==> config.mk <==
export PLATFORM = sky130hd
export DESIGN_NAME = ble_frame_reassembler_top
export DESIGN_NICKNAME = d
export VERILOG_FILES = /design/src/rtl/ble_fr_pkg.sv /design/src/rtl/ble_frame_reassembler_top.sv /design/src/rtl/ble_fr_cfg.sv /design/src/rtl/ble_fr_core.sv
export SDC_FILE = /design/constraint.sdc
export NUM_CORES = 1
export LEC_CHECK = 0
export BUFFER_PORTS_ARGS = -buffer_cell sky130_fd_sc_hd__clkbuf_2
export CELL_PAD_IN_SITES_DETAIL_PLACEMENT = 1
export CELL_PAD_IN_SITES_GLOBAL_PLACEMENT = 1
export CORE_MARGIN = 2
export CORE_UTILIZATION = 30
export DETAILED_ROUTE_END_ITERATION = 6
export PLACE_DENSITY_LB_ADDON = 0.08
export SLEW_MARGIN = 20
export SYNTH_ARGS = -nofsm -noshare
export SYNTH_HDL_FRONTEND = slang
export SYNTH_SLANG_ARGS = --single-unit
==> constraint.sdc <==
create_clock -name clk -period 3.9 [get_ports clk]
set_input_delay 0 -clock clk [delete_from_list [all_inputs] [get_ports clk]]
set_output_delay 0 -clock clk [all_outputs]
set_load 0.02 [all_outputs]
==> src/rtl/ble_fr_pkg.sv <==
// shared types and constants for the ble frame reassembler
package ble_fr_pkg;

  // input beat: one received fragment byte
  typedef struct packed {
    logic [7:0] rx_byte;
    logic       fragment_last;
  } frag_t;

  // output beat: one result for each received byte
  typedef struct packed {
    logic        payload_valid;
    logic [7:0]  payload_byte;
    logic [7:0]  frame_command;
    logic [15:0] frame_length;
    logic        frame_done;
    logic        frame_valid;
    logic [1:0]  error_code;
  } res_t;

  // command codes held in the configuration registers
  typedef struct packed {
    logic [7:0] code_ping;
    logic [7:0] code_keepalive;
    logic [7:0] code_message;
    logic [7:0] code_error;
  } codes_t;

  typedef enum logic [1:0] {
    PH_INIT = 2'd0,
    PH_CONT = 2'd1,
    PH_SKIP = 2'd2
  } phase_t;

  typedef enum logic [1:0] {
    ERR_NONE     = 2'd0,
    ERR_SHORT    = 2'd1,
    ERR_OVERFLOW = 2'd2,
    ERR_SEQUENCE = 2'd3
  } err_t;

  // position within the three-byte initial header
  localparam logic [1:0] HDR_CMD    = 2'd0;
  localparam logic [1:0] HDR_LEN_HI = 2'd1;
  localparam logic [1:0] HDR_LEN_LO = 2'd2;
  localparam logic [1:0] HDR_BODY   = 2'd3;

  // configuration register indexes
  localparam logic [1:0] REG_PING      = 2'd0;
  localparam logic [1:0] REG_KEEPALIVE = 2'd1;
  localparam logic [1:0] REG_MESSAGE   = 2'd2;
  localparam logic [1:0] REG_ERROR     = 2'd3;

  localparam logic [7:0] RST_PING      = 8'd129;
  localparam logic [7:0] RST_KEEPALIVE = 8'd130;
  localparam logic [7:0] RST_MESSAGE   = 8'd131;
  localparam logic [7:0] RST_ERROR     = 8'd191;

endpackage

==> src/rtl/ble_frame_reassembler_top.sv <==
// top level of the ble frame reassembler
//
//   channel   signals                       direction  payload
//   frag      frag_valid/frag_ready/frag    in         frag_t: rx_byte, fragment_last
//   res       res_valid/res_ready/res       out        res_t: one result per byte
//   cfg       cfg_we/cfg_index/cfg_data     in         command codes, no read-back
//
// one beat in, one beat out; a byte passes from acceptance to result through two registers
// (input register, then parse logic into the result register)
// sustained rate is one byte per cycle while res_ready stays high, set by the single parse pass on the state registers
// rst is synchronous: frame state back to awaiting an initial fragment, codes to defaults
// a stalled result holds in its register while the input register still takes a beat;
// frag_ready drops only when both stages are full and res_ready is low
module ble_frame_reassembler_top (
  input  logic                clk,
  input  logic                rst,
  input  logic                frag_valid,
  output logic                frag_ready,
  input  ble_fr_pkg::frag_t   frag,
  output logic                res_valid,
  input  logic                res_ready,
  output ble_fr_pkg::res_t    res,
  input  logic                cfg_we,
  input  logic [1:0]          cfg_index,
  input  logic [7:0]          cfg_data
);
  import ble_fr_pkg::*;

  codes_t codes;
  frag_t  held;
  logic   held_valid;
  logic   res_take;
  logic   step;
  res_t   result;

  // result register can load when empty or being drained this cycle
  assign res_take   = !res_valid || res_ready;
  // state advances only when a held beat moves into the result register
  assign step       = held_valid && res_take;
  assign frag_ready = !held_valid || res_take;

  ble_fr_cfg u_cfg (
    .clk       (clk),
    .rst       (rst),
    .cfg_we    (cfg_we),
    .cfg_index (cfg_index),
    .cfg_data  (cfg_data),
    .codes     (codes)
  );

  ble_fr_core u_core (
    .clk    (clk),
    .rst    (rst),
    .step   (step),
    .item   (held),
    .codes  (codes),
    .result (result)
  );

  // input register
  always_ff @(posedge clk) begin
    if (rst) begin
      held_valid <= 1'b0;
    end else if (frag_ready) begin
      held_valid <= frag_valid;
    end
  end

  always_ff @(posedge clk) begin
    if (frag_ready && frag_valid) begin
      held <= frag;
    end
  end

  // result register
  always_ff @(posedge clk) begin
    if (rst) begin
      res_valid <= 1'b0;
    end else if (res_take) begin
      res_valid <= held_valid;
    end
  end

  always_ff @(posedge clk) begin
    if (step) begin
      res <= result;
    end
  end

endmodule

==> src/rtl/ble_fr_cfg.sv <==
// command code configuration registers
module ble_fr_cfg (
  input  logic                clk,
  input  logic                rst,
  input  logic                cfg_we,
  input  logic [1:0]          cfg_index,
  input  logic [7:0]          cfg_data,
  output ble_fr_pkg::codes_t  codes
);
  import ble_fr_pkg::*;

  always_ff @(posedge clk) begin
    if (rst) begin
      codes.code_ping      <= RST_PING;
      codes.code_keepalive <= RST_KEEPALIVE;
      codes.code_message   <= RST_MESSAGE;
      codes.code_error     <= RST_ERROR;
    end else if (cfg_we) begin
      case (cfg_index)
        REG_PING:      codes.code_ping      <= cfg_data;
        REG_KEEPALIVE: codes.code_keepalive <= cfg_data;
        REG_MESSAGE:   codes.code_message   <= cfg_data;
        REG_ERROR:     codes.code_error     <= cfg_data;
        default: ;
      endcase
    end
  end

endmodule

==> src/rtl/ble_fr_core.sv <==
// frame state registers and per-byte parsing logic
module ble_fr_core (
  input  logic                clk,
  input  logic                rst,
  input  logic                step,
  input  ble_fr_pkg::frag_t   item,
  input  ble_fr_pkg::codes_t  codes,
  output ble_fr_pkg::res_t    result
);
  import ble_fr_pkg::*;

  phase_t      phase, phase_next;
  logic [1:0]  hdr_pos, hdr_pos_next;
  logic        frag_start;
  logic [7:0]  command, command_next;
  logic [15:0] length, length_next;
  // count never passes the declared length, so 16 bits hold it
  logic [15:0] count, count_next;
  logic [6:0]  seq, seq_next;

  logic        last;
  logic [7:0]  b;
  logic        cmd_ok;

  assign last = item.fragment_last;
  assign b    = item.rx_byte;

  assign cmd_ok = (command_next == codes.code_ping) ||
                  (command_next == codes.code_message) ||
                  (((command_next == codes.code_keepalive) ||
                    (command_next == codes.code_error)) && (length_next == 16'd1));

  always_comb begin
    logic take;
    logic frag_end;
    logic err;
    take         = 1'b0;
    frag_end     = 1'b0;
    err          = 1'b0;
    phase_next   = phase;
    hdr_pos_next = hdr_pos;
    command_next = command;
    length_next  = length;
    count_next   = count;
    seq_next     = seq;
    result       = '0;

    case (phase)
      PH_INIT: begin
        case (hdr_pos)
          HDR_CMD: begin
            command_next = b;
            length_next  = '0;
            count_next   = '0;
            seq_next     = '0;
            if (last) begin
              err               = 1'b1;
              result.error_code = ERR_SHORT;
            end else begin
              hdr_pos_next = HDR_LEN_HI;
            end
          end
          HDR_LEN_HI: begin
            length_next = {b, 8'd0};
            if (last) begin
              err               = 1'b1;
              result.error_code = ERR_SHORT;
            end else begin
              hdr_pos_next = HDR_LEN_LO;
            end
          end
          HDR_LEN_LO: begin
            length_next  = {length[15:8], b};
            hdr_pos_next = HDR_BODY;
            frag_end     = last;
          end
          default: take = 1'b1;
        endcase
      end
      PH_CONT: begin
        if (frag_start) begin
          if (b != {1'b0, seq}) begin
            err               = 1'b1;
            result.error_code = ERR_SEQUENCE;
          end else begin
            seq_next = seq + 7'd1;
            frag_end = last;
          end
        end else begin
          take = 1'b1;
        end
      end
      default: begin
        // skipping the rest of an aborted fragment
        if (last) begin
          phase_next   = PH_INIT;
          hdr_pos_next = HDR_CMD;
        end
      end
    endcase

    if (take) begin
      if (count >= length) begin
        err               = 1'b1;
        result.error_code = ERR_OVERFLOW;
      end else begin
        result.payload_valid = 1'b1;
        result.payload_byte  = b;
        count_next           = count + 16'd1;
        frag_end             = last;
      end
    end

    if (err) begin
      phase_next   = last ? PH_INIT : PH_SKIP;
      hdr_pos_next = HDR_CMD;
    end else if (frag_end) begin
      if (count_next == length_next) begin
        result.frame_done  = 1'b1;
        result.frame_valid = cmd_ok;
        phase_next         = PH_INIT;
        hdr_pos_next       = HDR_CMD;
      end else begin
        phase_next = PH_CONT;
      end
    end

    result.frame_command = command_next;
    result.frame_length  = length_next;
  end

  always_ff @(posedge clk) begin
    if (rst) begin
      phase      <= PH_INIT;
      hdr_pos    <= HDR_CMD;
      frag_start <= 1'b1;
      command    <= '0;
      length     <= '0;
      count      <= '0;
      seq        <= '0;
    end else if (step) begin
      phase      <= phase_next;
      hdr_pos    <= hdr_pos_next;
      frag_start <= last;
      command    <= command_next;
      length     <= length_next;
      count      <= count_next;
      seq        <= seq_next;
    end
  end

endmodule

==> impl_metrics.toml, run 1 <==
[logic_synthesis]
synth.lib_cells_used.distinct = 68
yosys_most_used_dff = "sky130_fd_sc_hd__dfxtp_1"
synthesized_area_per_cell_sq_um = 8.88
post_synth_instance_area_sq_um = 7100
cell_with_the_most_instances_after_synthesis = "sky130_fd_sc_hd__dfxtp_1"
ys_ff_latch = 132
synth_area_leaders = "sky130_fd_sc_hd__dfxtp_1, sky130_fd_sc_hd__edfxtp_1, sky130_fd_sc_hd__xor2_1, sky130_fd_sc_hd__a21oi_1, sky130_fd_sc_hd__nor2_1"
post-synth-top-area-cell = "sky130_fd_sc_hd__dfxtp_1"
ys.warnings.count = 0
async_s_r_ff_share_synth_pct = 0
post_synth_most_frequent_cells = "sky130_fd_sc_hd__dfxtp_1, sky130_fd_sc_hd__nor2_1, sky130_fd_sc_hd__nand2_1"
synth_edf_count = 46
post_synth_inst_count = 799
netlist.area_leader.share_pct = 24.3
syn_nets = 841
seq_area_frac_synth_pct = 43.7

[clocking]
tritoncts_num_sinks = 132
ctsLongestPathBuffers = 2
cts_buffers = 17
worstSkewPairLatency_ns = 0.43
h_tree_depth = 4
clkTransAtPathRegs_ns = 0.06
cts.root.buffer_cell = "sky130_fd_sc_hd__clkbuf_16"
cts_tree = "yes"

[cells_and_area]
finalNonFillerCells = 1248
finalNetCount = 958
num_antenna_cells = 0
area.growth.synth_to_final_pct = 26.6
fraction_of_final_layout_cells_with_drive_strength_greater_than_1_pct = 19.8

[sta]
worst_clock_skew_on_the_final_layout_ns = 0.0114
achievable-frequency_mhz = 263
slew_headroom_pct = 42.2
final.period_utilization_pct = 97.5
final_max_slew_viol_count = 0
finalHoldViolations = 0
period_minus_slack_ns = 3.80
setup_viol_count_final = 0
worstMarginPinSlew_ns = 0.864

[hold_path]
worstHoldEndpoint = "u_cfg.codes[14]"
min-delay-path-class = "in2reg"
min_path_cells = 4
worst_hold_startpoint = "cfg_index[0]"

[pwr]
powerDensity_nw_per_um2 = 398
total_power_mw = 3.58
power.static_leakage_nw = 3.68
maximum_ir_drop_on_the_vdd_rail_mv = 0.218

[grt]
grt_antenna_before_repair = 0
overall_global_routing_resource_usage_pct = 20.7
number_of_global_route_vias_before_repair = 6774
grt_max_degree = 67
grt_pass1_wl_mm = 38.6
grt-ovfl-total = 0

[critical_path]
cp_slowest_cell = "sky130_fd_sc_hd__or4b_4"
critical_path_capture_point_type = "register"
r2r.worst_path.cells = 12
worst_setup_start_kind = "register"
ff2ff_setup_slack_ns = 0.1
worst_ep_required_time_ns = 4.16
worstPathCellList = "inv_1, ha_1, nand4_4, or4_4, a221o_1, nand3_4, inv_4, mux2i_1, o311ai_1, or4_4, or4b_4, nor4_4"
critical_path.max_fanout = 6
critical-path-top-cell-by-count = "sky130_fd_sc_hd__or4_4"
critical_path.reg2reg.endpoint = "res[2]"
timing.critical_path.slowest_cell_delay_ns = 0.57
critical_path_arrival_ns = 4.06
critical_path.reg2reg.startpoint = "u_core.length[14]"
worstSetupPathType = "reg2reg"

[drt]
detail_route.wirelength_mm = 24.9
via_count_normalized_by_instance_count = 5.19
routedWlPerCell_um = 20.0
drt_iter0_markers = 371
drc_errors = 0
ant_nets = 0
vias = 6478
total_iterations_of_the_first_detailed_routing_run = 5

[floorplan]
die_width_um = 158
initial_utilization_pct = 30.4
pin_count = 63
floorplan_die_height_um = 158
core.rowCount = 56
fp.coreArea_sq_um = 23300
dieArea_sq_um = 24900

[placed_design]
detailed_place_hpwl_mm = 18.4
post-place-cells = 1191
place_congestion = 0.893
buffer_ports.inserted = 62

[run_status]
run_status = "finished clean"

[flow_run]
drv_cap = 0
kinds of logic after synthesis:
kind of cell,after synthesis,synth area share (%)
buffers and inverters,97,5.31
and+or+nand+nor,301,21.5
adders and majority gates,18,3.17
xor gates and xnor gates,57,7.03
DFF,132,43.7
AOI/OAI and AO/OA,166,15.2
muxes,28,4.05
how the worst max path moves through the flow:
stage          cells past startpoint         startpoint      to  slack (ns)
5_1_grt                           12  u_core.length[14]  res[2]       -0.02
2_1_floorplan                     13  u_core.length[13]  res[2]        0.28
3_3_place_gp                      12  u_core.length[11]  res[2]        0.15
4_1_cts                           12  u_core.length[11]  res[2]        0.02
6_report                          12  u_core.length[14]  res[2]         0.1
3_5_place_dp                      12  u_core.length[11]  res[2]        0.03
per-layer routing:
| layer | wire [um] | GRT usage (%) | vias to the layer above |
|---|---|---|---|
| met2 | 12900 | 37.7 | 107 |
| met1 | 10800 | 25.1 | 3245 |
| met4 | 413 | 6.36 | 0 |
| met3 | 791 | 3.01 | 26 |
| li1 | - | - | 3100 |
| met5 | 0 | 0 | - |
flip-flops by register name, summed over array words and instances, names as in the netlist:
| register | cells |
|---|---|
| u_core.hdr_pos | 2 |
| u_core.command | 8 |
| u_core.frag_start | 1 |
| u_core.length | 16 |
| res_valid | 1 |
| u_core.seq | 7 |
| u_core.phase | 2 |
| u_core.count | 16 |
| u_cfg.codes | 32 |
| res | 37 |
| held_valid | 1 |
| held | 9 |
cell usage in the layout, fill, tap and decap left out, types with 4 or more instances in the layout:
master	count
sky130_fd_sc_hd__nor4_1	5
sky130_fd_sc_hd__nor2_1	85
sky130_fd_sc_hd__a21oi_1	64
sky130_fd_sc_hd__nor3_1	19
sky130_fd_sc_hd__nand2_1	81
sky130_fd_sc_hd__nand2b_1	4
sky130_fd_sc_hd__xor2_1	45
sky130_fd_sc_hd__nor2b_1	4
sky130_fd_sc_hd__and2_1	14
sky130_fd_sc_hd__xnor2_1	12
sky130_fd_sc_hd__edfxtp_1	46
sky130_fd_sc_hd__nor3b_1	5
sky130_fd_sc_hd__or3_1	4
sky130_fd_sc_hd__a211oi_1	20
sky130_fd_sc_hd__and3_1	4
sky130_fd_sc_hd__o31ai_1	4
sky130_fd_sc_hd__dlygate4sd3_1	20
sky130_fd_sc_hd__nand4_1	24
sky130_fd_sc_hd__clkbuf_2	62
sky130_fd_sc_hd__ha_1	17
sky130_fd_sc_hd__a22oi_1	16
sky130_fd_sc_hd__mux2i_1	22
sky130_fd_sc_hd__nand3_1	13
sky130_fd_sc_hd__a211o_1	8
sky130_fd_sc_hd__inv_6	5
sky130_fd_sc_hd__mux2_2	6
sky130_fd_sc_hd__buf_4	62
sky130_fd_sc_hd__clkbuf_16	17
sky130_fd_sc_hd__o21ai_0	15
sky130_fd_sc_hd__and4_1	7
sky130_fd_sc_hd__nand3b_1	13
sky130_fd_sc_hd__dfxtp_1	86
sky130_fd_sc_hd__inv_1	48
sky130_fd_sc_hd__o22ai_1	5
final cells by class:
type                    count  area, sq um
well taps                 319          399
clock inverters            14          188
flip-flops and latches    132         3100
inverters                  50          190
multi-input cells         570         3690
clock buffers              18          429
fillers                  2745        14300
repair buffers            145          991
report_power, final:
group	internal, mW	total [mW]	leakage (nW)	switching (mW)
registers	1.48	1.51	1.15	0.0379
clock network	1.03	1.73	0.300	0.700
logic	0.128	0.337	2.24	0.209
what timing repair did:
action                     CTS  global route
setup endpoints to repair    0             3
hold buffers                20             0
gates resized for setup      0            13
buffers inserted             0             5
hold endpoints to repair    42             0
through the flow:
stage	hold WS (ns)	cell area (sq um)	util, %	worst slack, ns	setup TNS [ns]
global route	0.0774	8990	38.5	-0.0243	-0.0243
floorplan	0.0989	7100	-	0.275	0
global placement	0.180	8060	34.6	0.149	0
finish	0.0537	8990	38.5	0.0979	0
CTS	0.0438	8880	38.1	0.0195	0
detailed placement	0.182	8060	34.6	0.0326	0
critical path: cells and delay by family (launching register included):
family / cells / cell delay (ns)
and+or+nand+nor: 6 / 2.21
buffers and inverters: 2 / 0.13
DFF: 1 / 0.36
AOI/OAI and AO/OA: 2 / 0.44
adders and majority gates: 1 / 0.34
muxes: 1 / 0.14
Note: power is estimated with default switching activity, not from simulation.
==> run 2: changes to the inputs <==
Settings changed: ABC_AREA set to 1, CORE_UTILIZATION 30 to 44.
==> run 2 against run 1 <==
The flow now finishes with violations (negative hold slack). Non-clock buffer count decreased by 50. Maximum frequency increased by 26%. Via count increased by 1.3%. Utilization increased by 15 points. Largest cell class unchanged. Cell area decreased by 6.7%. Critical path depth increased by 2. Critical path type unchanged. Sequential share of layout area increased by 2.5 points.
==> impl_metrics.toml, run 2 <==
[run_status]
run_status = "complete, but fails checks"
failed_checks = "negative hold slack"

[logic_synthesis]
netlist.area_leader.share_pct = 24.3
synth_area_leaders = "sky130_fd_sc_hd__dfxtp_1, sky130_fd_sc_hd__edfxtp_1, sky130_fd_sc_hd__nand2_1, sky130_fd_sc_hd__inv_1, sky130_fd_sc_hd__nor2_1"
ys.warnings.count = 0
synth.lib_cells_used.distinct = 41
synthesized_area_per_cell_sq_um = 7.63
syn_nets = 969
yosys_most_used_dff = "sky130_fd_sc_hd__dfxtp_1"
post_synth_instance_area_sq_um = 7070
async_s_r_ff_share_synth_pct = 0
seq_area_frac_synth_pct = 43.9
cell_with_the_most_instances_after_synthesis = "sky130_fd_sc_hd__nand2_1"
synth_edf_count = 46
post-synth-top-area-cell = "sky130_fd_sc_hd__dfxtp_1"
post_synth_most_frequent_cells = "sky130_fd_sc_hd__nand2_1, sky130_fd_sc_hd__inv_1, sky130_fd_sc_hd__nor2_1"
ys_ff_latch = 132
post_synth_inst_count = 927

[grt]
number_of_global_route_vias_before_repair = 6480
grt_pass1_wl_mm = 34.6
grt_antenna_before_repair = 0
grt-ovfl-total = 0
grt_max_degree = 52
overall_global_routing_resource_usage_pct = 26.9

[placed_design]
detailed_place_hpwl_mm = 15.4
place_congestion = 0.883
setup_slack_after_placement_ns = 0.959
buffer_ports.inserted = 62

[hold_path]
worst_hold_startpoint = "cfg_index[0]"
min-delay-path-class = "in2reg"
worstHoldEndpoint = "u_cfg.codes[9]"
min_path_cells = 4

[sta]
worstMarginPinSlew_ns = 0.970
totalNegativeSetupSlack_ns = 0
final_max_slew_viol_count = 0
finalHoldViolations = 2
period_minus_slack_ns = 3.01
layout_setup_ws_ns = 0.889
setup_viol_count_final = 0
achievable-frequency_mhz = 332
final.period_utilization_pct = 77.2
fin_worst_hold_slack_ns = -0.00717
slew_headroom_pct = 34.8
unrepaired_setup_endpoints_after_global_routing = "no"
worst_clock_skew_on_the_final_layout_ns = 0.0115

[floorplan]
fp.coreArea_sq_um = 15800
floorplan_die_height_um = 131
core.rowCount = 46
dieArea_sq_um = 17100
pin_count = 63
initial_utilization_pct = 44.9
die_width_um = 131

[critical_path]
critical_path.max_fanout = 28
setup.worst_path.start = "u_core.count[13]"
critical_path.reg2reg.startpoint = "u_core.count[13]"
critical_path.reg2reg.endpoint = "res[2]"
cp_slowest_cell = "sky130_fd_sc_hd__dfxtp_1"
critical_path_arrival_ns = 3.28
r2r.worst_path.cells = 14
worst_ep_required_time_ns = 4.17
worstPathCellList = "ha_1, a21oi_1, o21ai_0, nor2_2, nand3_4, nand2_1, nand2_1, nand2_1, nand2_1, nor2_1, nand2_1, nor2_2, nand3_2, a31oi_1"
timing.critical_path.slowest_cell_delay_ns = 0.49
critical-path-top-delay-family = "simple AND/OR/NAND/NOR gates"
worstSetupPathType = "reg2reg"
critical-path-top-cell-by-count = "sky130_fd_sc_hd__nand2_1"
cp_num_buf_inv = 0
critical_path_capture_point_type = "register"
worst_setup_start_kind = "register"
ff2ff_setup_slack_ns = 0.89

[cells_and_area]
largest_register_ffs = 37
num_antenna_cells = 0
layout.cells.most_common_list = "sky130_fd_sc_hd__nand2_1, sky130_fd_sc_hd__inv_1, sky130_fd_sc_hd__nor2_1"
area.growth.synth_to_final_pct = 18.6
final_common_cell = "sky130_fd_sc_hd__nand2_1"
reg.largest.list = "res x37, u_cfg.codes x32"
finalNetCount = 1054
largest-register = "res"
fraction_of_final_layout_cells_with_drive_strength_greater_than_1_pct = 13.4

[drt]
via_count_normalized_by_instance_count = 5.29
vias = 6563
drc_errors = 0
drt_iter0_markers = 404
ant_nets = 0
routedWlPerCell_um = 17.8
detail_route.wirelength_mm = 22.1
total_iterations_of_the_first_detailed_routing_run = 5

[pwr]
power.static_leakage_nw = 3.83
powerDensity_nw_per_um2 = 434
maximum_ir_drop_on_the_vdd_rail_mv = 0.292

[clocking]
ctsLongestPathBuffers = 2
cts.root.buffer_cell = "sky130_fd_sc_hd__clkbuf_16"
cts_resized = 0
tritoncts_num_sinks = 132
worstSkewPairLatency_ns = 0.43
holdBufCountCts = 20
h_tree_depth = 4
clkTransAtPathRegs_ns = 0.06
cts_tree = "yes"
cts_buffers = 17
post_cts_setup_buffer_count = 0

[flow_run]
drv_cap = 0
## run 2: cell types whose count changed after synthesis, moves of 9 or more
cell,delta
sky130_fd_sc_hd__a211oi_1,-18
sky130_fd_sc_hd__a22oi_1,-16
sky130_fd_sc_hd__and2_1,-14
sky130_fd_sc_hd__clkbuf_1,-21
sky130_fd_sc_hd__inv_1,+88
sky130_fd_sc_hd__mux2i_1,-22
sky130_fd_sc_hd__nand2_1,+110
sky130_fd_sc_hd__nand3_1,+36
sky130_fd_sc_hd__nor2_1,+9
sky130_fd_sc_hd__nor3_1,-11
sky130_fd_sc_hd__o21ai_0,+48
sky130_fd_sc_hd__xor2_1,-21
## run 2: routing by layer
layer / track usage [%] / part of all wire, % / routed length, um
met1: 34.0 / 43 / 9620
met2: 47.7 / 51 / 11300
met3: 5.05 / 3.9 / 871
met4: 6.13 / 1.4 / 320
met5: 0 / 0 / 0
## run 2: layout make-up
cell class,count,area [sq um]
inverters,145,547
multi-input cells,621,3270
fillers,1994,7380
clock buffers,22,497
well taps,216,270
repair buffers,95,608
clock inverters,10,93.8
flip-flops and latches,132,3100
## run 2: cells by family after synthesis
logic type / synth area share (%)
AND/OR/NAND/NOR: 24.8
buffers and inverters: 10.0
AO/OA/AOI/OAI: 13.0
flip-flops: 43.9
XOR/XNOR: 5.08
adder cells (fa/ha/maj): 3.18
## run 2: worst reg2reg max path, stage by stage (launching register included)
cell	delay [ns]
sky130_fd_sc_hd__dfxtp_1	0.49
sky130_fd_sc_hd__ha_1	0.30
sky130_fd_sc_hd__a21oi_1	0.15
sky130_fd_sc_hd__o21ai_0	0.11
sky130_fd_sc_hd__nor2_2	0.38
sky130_fd_sc_hd__nand3_4	0.39
sky130_fd_sc_hd__nand2_1	0.20
sky130_fd_sc_hd__nand2_1	0.08
sky130_fd_sc_hd__nand2_1	0.07
sky130_fd_sc_hd__nand2_1	0.06
sky130_fd_sc_hd__nor2_1	0.09
sky130_fd_sc_hd__nand2_1	0.07
sky130_fd_sc_hd__nor2_2	0.16
sky130_fd_sc_hd__nand3_2	0.14
sky130_fd_sc_hd__a31oi_1	0.16
## run 2: through the flow
stage          power [mW]  instances  area, sq um  hold WS, ns  util, %
3_3_place_gp         2.03       1189         7590        0.177     48.1
3_5_place_dp         2.04       1189         7590        0.180     48.1
2_1_floorplan        1.89        927         7070       0.0989        -
5_1_grt              3.79       1241         8390       0.0204     53.2
6_report             3.64       1241         8390     -0.00717     53.2
4_1_cts              3.66       1241         8380       0.0110     53.2
## run 2: report_power, final
group          total [mW]  internal (mW)  switching [mW]  leakage (nW)
Sequential           1.55           1.50          0.0542          1.15
Combinational       0.486          0.163           0.324          2.38
Clock                1.60          0.973           0.627         0.291
Total                3.64           2.63            1.00          3.83
## run 2: worst max-delay path by stage
stage               cells past startpoint      to  slack [ns]
global placement                       19  res[2]        1.04
detailed placement                     14  res[2]        0.96
finish                                 14  res[2]        0.89
floorplan                               4  res[0]        1.53
global route                           19  res[2]        0.62
CTS                                    19  res[2]        0.91
